File: src/hdl/pva_pkg.sv
// Package for the polar vector adder: types, constants and the arctangent table.
`default_nettype none
package pva_pkg;

    localparam int PVA_ROTATION_STEPS = 16;
    localparam int PVA_RADIUS_BITS    = 32;
    localparam int PVA_GUARD_BITS     = 16;
    localparam int PVA_COORD_W        = 64;
    localparam int PVA_ANGLE_W        = 32;

    localparam logic [31:0] PVA_INV_GAIN_SQ = 32'd1583795506;
    localparam logic [31:0] PVA_HALF_TURN   = 32'h8000_0000;
    localparam logic [31:0] PVA_QUARTER     = 32'h4000_0000;

    typedef struct packed {
        logic signed [PVA_COORD_W-1:0] x;
        logic signed [PVA_COORD_W-1:0] y;
        logic        [PVA_ANGLE_W-1:0] z;
    } pva_vec_t;

    // arctangent of 2^-i, 2^32 per turn
    function automatic logic [31:0] pva_atan(input int unsigned i);
        logic [31:0] a;
        unique case (i)
            0:  a = 32'h20000000;  1:  a = 32'h12E4051E;
            2:  a = 32'h09FB385B;  3:  a = 32'h051111D4;
            4:  a = 32'h028B0D43;  5:  a = 32'h0145D7E1;
            6:  a = 32'h00A2F61E;  7:  a = 32'h00517C55;
            8:  a = 32'h0028BE53;  9:  a = 32'h00145F2F;
            10: a = 32'h000A2F98;  11: a = 32'h000517CC;
            12: a = 32'h00028BE6;  13: a = 32'h000145F3;
            14: a = 32'h0000A2FA;  15: a = 32'h0000517D;
            16: a = 32'h000028BE;  17: a = 32'h0000145F;
            18: a = 32'h00000A30;  19: a = 32'h00000518;
            20: a = 32'h0000028C;  21: a = 32'h00000146;
            22: a = 32'h000000A3;  23: a = 32'h00000051;
            24: a = 32'h00000029;  25: a = 32'h00000014;
            26: a = 32'h0000000A;  27: a = 32'h00000005;
            28: a = 32'h00000003;  29: a = 32'h00000001;
            30: a = 32'h00000001;
            default: a = 32'h00000000;
        endcase
        return a;
    endfunction

endpackage
`default_nettype wire

File: src/hdl/pva_cordic_step.sv
// One registered CORDIC micro-rotation, rotation or vectoring mode.
`default_nettype none
module pva_cordic_step #(
    parameter int STEP      = 0,
    parameter bit VECTORING = 1'b0
) (
    input  wire logic              clk,
    input  wire logic              en,
    input  wire pva_pkg::pva_vec_t d,
    output pva_pkg::pva_vec_t      q
);
    import pva_pkg::*;

    localparam logic [31:0] ATAN = pva_atan(STEP);

    pva_vec_t q_reg;
    pva_vec_t q_next;
    logic     sub_dir;

    always_comb
    begin
        // vectoring drives y to zero, rotation drives z to zero
        sub_dir = VECTORING ? d.y[PVA_COORD_W-1] : d.z[PVA_ANGLE_W-1];
        if (VECTORING ? !sub_dir : !sub_dir)
        begin
            if (VECTORING)
            begin
                q_next.x = d.x + (d.y >>> STEP);
                q_next.y = d.y - (d.x >>> STEP);
                q_next.z = d.z + ATAN;
            end
            else
            begin
                q_next.x = d.x - (d.y >>> STEP);
                q_next.y = d.y + (d.x >>> STEP);
                q_next.z = d.z - ATAN;
            end
        end
        else
        begin
            if (VECTORING)
            begin
                q_next.x = d.x - (d.y >>> STEP);
                q_next.y = d.y + (d.x >>> STEP);
                q_next.z = d.z - ATAN;
            end
            else
            begin
                q_next.x = d.x + (d.y >>> STEP);
                q_next.y = d.y - (d.x >>> STEP);
                q_next.z = d.z + ATAN;
            end
        end
    end

    always_ff @(posedge clk)
    begin
        if (en)
        begin
            q_reg <= q_next;
        end
    end

    assign q = q_reg;
endmodule
`default_nettype wire

File: config.mk
export PLATFORM = sky130hd
export DESIGN_NAME = pva_cordic_step
export DESIGN_NICKNAME = d
export VERILOG_FILES = /design/src/hdl/pva_pkg.sv /design/src/hdl/pva_cordic_step.sv
export SDC_FILE = /design/constraint.sdc
export NUM_CORES = 1
export LEC_CHECK = 0
export BUFFER_PORTS_ARGS = -buffer_cell sky130_fd_sc_hd__buf_4
export CORE_AREA = 2 2 244 246
export CTS_CLUSTER_SIZE = 30
export DETAILED_ROUTE_END_ITERATION = 16
export DIE_AREA = 0 0 246 248
export PLACE_DENSITY = 0.47
export SYNTH_ARGS = -nofsm -noshare
export SYNTH_HDL_FRONTEND = slang
export SYNTH_SLANG_ARGS = --single-unit
File: constraint.sdc
create_clock -name clk -period 2.6 [get_ports clk]
set_input_delay 0.13 -clock clk [delete_from_list [all_inputs] [get_ports clk]]
set_output_delay 0.13 -clock clk [all_outputs]
set_load 0.01 [all_outputs]
==> flow_summary_export.csv, run 1 <==
group,metric,value,unit
global_routing,grt_first_pass_wirelength,124000,microns
power_and_ir_drop,clockPowerShare,20.9,%
global_routing,grt_use_total,27.1,%
timing,relSlewSlack,44.0,%
clocking,cts_tree,"done",
floorplanning,fp.dieH,248,microns
timing,fin_crit,2.93,ns
clocking,cts_buffers,17,
floorplanning,die_area,61000,sq um
synthesis,synthFlopType,"edfxtp_1",
hold_path,holdCritStartpoint,"d[33]",
synthesis,synthesis.nets,2479,
power_and_ir_drop,pwr-share-seq,26.4,%
routing,antenna_left,0,
synthesis,netlist_top_cells_area,"edfxtp_1 27%, ha_1 14%, a21oi_1 8.4%, xnor2_1 5.5%, inv_1 4.1%",
timing,rsz0062_at_grt,"true",
final_layout,layout.nets,3667,
synthesis,synth.yosys.warnings,0,
timing,holdWs,0.179,ns
timing,hold_viol_final,0,
timing,max_freq,342,MHz
hold_path,hp-class,"primary input to register",
synthesis,synth_top_area_share,27.5,%
final_layout,drive_gt1_share,47.2,%
clocking,cts.htree.levels,4,
routing,drc,0,
worst_setup_path,cp-startpoint,"d[99]",
placement,hpwlAfterDp,70800,microns
floorplanning,coreArea,58500,sq um
power_and_ir_drop,peakVddDrop,546,uV
synthesis,avgSynthCellArea,8.18,sq um
timing,finalSetupViolCount,41,
power_and_ir_drop,p_per_area,440,nW/um^2
job,maxCapViolCount,0,
timing,drv_slew,0,
clocking,clock-root-buffer,"clkbuf_16",
routing,vias_per_cell,5.10,
timing,min_period_over_period,113,%
synthesis,synth_area,17400,sq um
clocking,cts_sinks,159,
placement,gp_congestion,0.967,
power_and_ir_drop,p_leak,13.9,nW
final_layout,largest_reg_flops,159,
global_routing,grt_max_degree,68,
outcome,status,"finished, violations left",
worst_setup_path,endpoint_kind,"register",
routing,num_vias,20900,
worst_setup_path,arrival,3.21,ns
final_layout,fin_area,30300,sq um
floorplanning,chipWidth,246,microns
synthesis,syn_inst,2123,
timing,worst_pin_slew,0.838,ns
placement,io_buffers,321,
routing,drt_pass1_iterations,5,
synthesis,yosys_register_bits,159,
floorplanning,initial_core_util,29.7,%
power_and_ir_drop,internal_power,8.26,mW
worst_setup_path,crit_type,"primary input to register",
clocking,clockBufferDepth,2,
floorplanning,row_count,89,
global_routing,first_global_vias,20600,
synthesis,ys_seq_area_share,27.5,%
worst_setup_path,worstSetupStartpointType,"primary input",
worst_setup_path,crit_required,2.89,ns
routing,wl_per_cell,20.9,microns
synthesis,synth_top_area_cell,"edfxtp_1",
power_and_ir_drop,combPwrFrac,52.7,%
synthesis,synth_edf_count,159,
synthesis,synth_cell_types,92,
floorplanning,pin_count,322,
routing,drtIter0Drc,1373,
synthesis,async_reset_ff_share,0,%
timing,worst_slack,-0.326,ns
power_and_ir_drop,p_sw_share,38.0,%
routing,routed_wirelength,85500,microns
global_routing,grt-ovfl-total,0,
power_and_ir_drop,switchingPower,5.06,mW
clocking,clk_pin_slew,0.07,ns
outcome,violations,"negative setup slack",
worst_setup_path,worst-path-max-fanout,7,
global_routing,antenna_found_initial,1,
final_layout,synthToLayoutAreaGrowth,74.3,%
placement,placed_cell_area,27000,sq um
layer usage:
metal	vias up	global-route usage [%]	share of wire (%)
li1	10100	-	-
met1	10100	36.3	46
met2	585	44.0	47
met3	115	4.09	4.9
met4	0	9.73	2.9
met5	-	0	0
worst paths after layout:
path                          endpoint  slack [ns]  depth (start not counted)
worst max-delay path  q[159]$_DFFE_PP_       -0.33                         13
worst min-delay path   q[33]$_DFFE_PP_        0.18                          4
area by class of cell:
| cell class | count | area (sq um) |
|---|---|---|
| multi-input cells | 1660 | 13200 |
| flip-flops and latches | 159 | 4770 |
| diodes | 1 | 2.50 |
| repair buffers | 1271 | 9890 |
| clock inverters | 15 | 195 |
| fillers | 5642 | 28200 |
| well taps | 773 | 967 |
| clock buffers | 17 | 425 |
| inverters | 202 | 773 |
cell usage in the layout, fill, tap and decap left out, types with 10 or more instances in the layout:
cell type      count
ha_1             155
nor3_1            40
nor4_1            24
buf_6             40
o21ai_0           89
a21o_1            56
dlygate4sd3_1     33
ha_4              30
clkbuf_16         17
a31oi_1           15
mux2i_1           21
nand4_1           43
o21a_1            24
a221oi_1          10
inv_1            178
o21bai_1          67
a211oi_2          15
o21ai_1           21
xnor2_1          101
a211oi_1          10
o21ai_2           15
inv_2             11
nor2_1           172
a21oi_4           14
nand2_1          117
o31ai_1           20
o211ai_1          16
a21oi_1          242
buf_4           1185
nand2b_1          14
o21ai_4           10
edfxtp_1         159
nand3_1           21
a21oi_2           38
power groups by stage:
stage | sequential (mW) | clock (mW) | combinational, mW
detailed placement | 3.56 | 0 | 6.28
global route | 3.54 | 2.96 | 7.50
global placement | 3.56 | 0 | 6.29
CTS | 3.51 | 2.90 | 6.62
floorplan | 3.72 | 0 | 2.49
finish | 3.51 | 2.78 | 7.02
worst max-delay path, stage by stage:
cell and delay (ns):
buf_8 0.11, ha_4 0.25, nor2_4 0.13, o211ai_1 0.18, a211oi_4 0.34, o211ai_1 0.24, a211o_4 0.43, a2111oi_4 0.36
buf_4 0.22, o21ai_4 0.13, a21boi_4 0.28, a211oi_2 0.11, a2111oi_2 0.30
kinds of logic after synthesis:
group           count (synthesis)  synth area share (%)
compound gates                787                  29.4
simple gates                  536                  14.6
xor+xnor                      115                  5.80
flops                         159                  27.5
buf+inv                       304                  6.90
fa+ha+maj                     194                  14.2
mux                            28                  1.65
cells in the mapped netlist (6+ instances only):
cell type and number:
and3_1 8, a211oi_1 23, and2_1 7, ha_1 190, o22ai_1 9, nand4_1 43
a211oi_2 8, o21bai_1 71, clkbuf_1 60, o21ai_1 6, o221ai_1 6, o21a_1 24
o31ai_1 29, a21o_1 56, clkinv_1 7, nor4_1 32, nand3_1 26, a211o_1 8
a21oi_1 293, xnor2_1 110, buf_2 25, o21ai_0 127, a31oi_1 21, buf_1 12
or4_1 6, nand2_1 128, o31a_1 10, mux2i_1 23, nand2b_1 14, nor2_1 183
o211ai_1 16, nor3_1 46, a21boi_0 11, a221oi_1 12, nor3b_1 6, inv_1 190
or2_2 6, nor2b_1 13, edfxtp_1 159
per-stage QoR:
step	total power [mW]	utilization, %	TNS (ns)	setup slack, ns	std cells
after floorplan	6.22	-	-0.301	-0.0689	2123
after global placement	9.85	46.3	-63.85	-1.12	3975
after detailed placement	9.85	46.3	-64.25	-1.12	3975
after CTS	13.0	49.5	-3.27	-0.201	4056
after global routing	14.0	51.8	-7.73	-0.439	4097
final	13.3	51.8	-6.07	-0.326	4098
repair_timing:
action | in CTS | in global routing
resized for setup | 182 | 214
endpoints found under the hold margin | 49 | 0
buffers inserted | 20 | 59
endpoints found under the setup margin | 72 | 74
hold buffers | 33 | 0
pin swaps | 59 | 138
cloned | 0 | 1
Note: power is estimated with default switching activity, not from simulation.
==> inputs of run 2 (changes only) <==
Settings changed: PLACE_DENSITY 0.47 to 0.45.
Clock period 2.6 ns to 3.1 ns, I/O delays scaled along.
==> run 2 against run 1 <==
  * The run now ends clean
  * First-iteration DRC count increased by 7.0%
  * Non-clock buffer count decreased by 295
  * Clock power decreased by 21%
  * Largest power group unchanged
  * Highest routed layer unchanged
  * Hold slack got worse by 0.12 ns
  * Sequential power decreased by 16%
  * Critical endpoint is now q[95]$_DFFE_PP_
  * Setup slack improved by 0.39 ns
  * Sequential share of layout area increased by 2.4 points
  * Core utilization decreased by 6.9 points
==> flow_summary_export.csv, run 2 (same netlist as run 1, synthesis figures left out) <==
group,metric,value,unit
final_layout,drive_gt1_share,35.5,%
final_layout,final_cell_mix,"938 x buf_4, 290 x a21oi_1, 189 x inv_1",
power_and_ir_drop,p_leak,12.1,nW
global_routing,grt_max_degree,84,
power_and_ir_drop,peakVddDrop,463,uV
placement,io_buffers,321,
power_and_ir_drop,internal_power,6.21,mW
timing,relSlewSlack,28.9,%
outcome,status,"completed",
worst_setup_path,arrival,3.26,ns
clocking,cts_buffers,17,
timing,worst_pin_slew,1.06,ns
placement,dp_slack,-0.696,ns
worst_setup_path,worst-path-max-fanout,8,
worst_setup_path,cpMostUsedCell,"buf_4",
timing,finalSetupViolCount,0,
timing,worst_slack,0.0654,ns
worst_setup_path,endpoint_kind,"register",
final_layout,largest_reg_flops,159,
routing,antenna_left,0,
global_routing,grt_use_total,26.4,%
global_routing,grt-ovfl-total,0,
final_layout,n_antenna_cell,0,
clocking,cts_tree,"done",
final_layout,fin_area,26200,sq um
global_routing,antenna_found_initial,0,
hold_path,holdCritStartpoint,"d[96]",
floorplanning,coreArea,58500,sq um
hold_path,hp-class,"primary input to register",
worst_setup_path,path_buf_inv,6,
worst_setup_path,cp_slowest_cell,"a2111oi_4",
routing,num_vias,19700,
final_layout,synthToLayoutAreaGrowth,50.9,%
power_and_ir_drop,pwr-share-seq,29.0,%
floorplanning,chipWidth,246,microns
placement,dp_cells,3734,
worst_setup_path,cp_cell_sequence,"buf_4, inv_1, ha_4, buf_4, inv_1, a21oi_1, o31a_1, o21a_1, a211o_4, a2111oi_4, buf_4, o21ai_4, a21boi_4, buf_4, a2111o_1, o221ai_1",
hold_path,hold_depth,3,
job,maxCapViolCount,0,
worst_setup_path,crit_required,3.33,ns
worst_setup_path,crit_type,"primary input to register",
power_and_ir_drop,switchingPower,3.95,mW
final_layout,fillers,5978,
power_and_ir_drop,p_sw_share,38.9,%
hold_path,hold_end,"q[32]$_DFFE_PP_",
timing,rsz0062_at_grt,"true",
placement,placed_cell_area,25000,sq um
floorplanning,die_area,61000,sq um
final_layout,multi_input_area,11600,sq um
worst_setup_path,worstSetupStartpointType,"primary input",
timing,min_period_over_period,97.9,%
final_layout,layout.nets,3372,
routing,vias_per_cell,5.17,
floorplanning,initial_core_util,29.7,%
worst_setup_path,path_delay_family,"compound AO/OA/AOI/OAI gates",
clocking,clockBufferDepth,2,
final_layout,fin_cells,3802,
floorplanning,fp.dieH,248,microns
power_and_ir_drop,p_per_area,388,nW/um^2
floorplanning,row_count,89,
routing,drc,0,
routing,drt_pass1_iterations,5,
timing,max_freq,330,MHz
placement,hpwlAfterDp,68500,microns
routing,drtIter0Drc,1469,
power_and_ir_drop,combPwrFrac,49.4,%
clocking,cts_sinks,159,
routing,routed_wirelength,81800,microns
timing,drv_slew,0,
clocking,clk_pin_slew,0.08,ns
final_layout,final_common_cell,"buf_4",
timing,fin_crit,3.03,ns
floorplanning,pin_count,322,
final_layout,regArea,4770,sq um
timing,hold_viol_final,0,
clocking,clock-root-buffer,"clkbuf_16",
global_routing,grt_first_pass_wirelength,121000,microns
worst_setup_path,slowest_delay,0.41,ns
clocking,cts.htree.levels,4,
placement,gp_congestion,0.924,
routing,wl_per_cell,21.5,microns
global_routing,first_global_vias,19700,
power_and_ir_drop,clockPowerShare,21.6,%
run 2: repair_timing:
action,CTS,global route
setup buffers,0,5
setup endpoints to repair,10,41
gates resized for setup,8,44
hold endpoints to repair,31,0
pin swaps,6,11
hold buffers,31,0
run 2: per-stage QoR:
stage          hold WS [ns]  total power [mW]  utilization, %  TNS (ns)
6_report             0.0594              10.2            44.8         0
5_1_grt              0.0652              10.7            44.8   -0.0381
4_1_cts              0.0309              10.2            44.4         0
3_5_place_dp          0.334              7.87            42.8    -25.78
3_3_place_gp          0.334              7.87            42.8    -25.63
2_1_floorplan         0.254              5.16               -         0
run 2: power by group through the flow:
| stage | clock network [mW] | logic [mW] | registers (mW) |
|---|---|---|---|
| global placement | 0 | 4.88 | 2.99 |
| detailed placement | 0 | 4.87 | 3.00 |
| finish | 2.19 | 5.02 | 2.95 |
| CTS | 2.27 | 4.94 | 2.95 |
| floorplan | 0 | 2.03 | 3.12 |
| global route | 2.33 | 5.39 | 2.98 |
run 2: worst min-delay path, delay by kind of cell:
| family | cells | cell delay (ns) |
|---|---|---|
| buffers and inverters | 2 | 0.13 |
| adder cells (fa/ha/maj) | 1 | 0.11 |
run 2: cell type report:
cell class | instances | area share, %
clock buffer | 17 | 1.62
clock inverter | 15 | 0.611
inverter | 202 | 2.89
multi-input combinational | 1660 | 44.4
sequential | 159 | 18.2
tap | 773 | 3.69
timing repair buffer | 976 | 28.5
run 2: layer usage:
metal  vias to the layer above  track usage (%)  wire length (microns)
li1                       9476                -                      -
met1                      9461             35.2                  37000
met2                       627             43.4                  38000
met3                       101             4.09                   4450
met4                         0             8.84                   2290
met5                         -                0                      0
run 2: worst max path at each step:
stage               cells past startpoint  slack [ns]  start          endpoint
detailed placement                     14       -0.70  d[35]  q[159]$_DFFE_PP_
global placement                       17       -0.62  d[55]  q[152]$_DFFE_PP_
CTS                                    14      0.0008  d[34]  q[159]$_DFFE_PP_
global route                           16       -0.03  d[43]   q[95]$_DFFE_PP_
floorplan                              13        0.25  d[36]   q[79]$_DFFE_PP_
finish                                 16        0.07  d[43]   q[95]$_DFFE_PP_
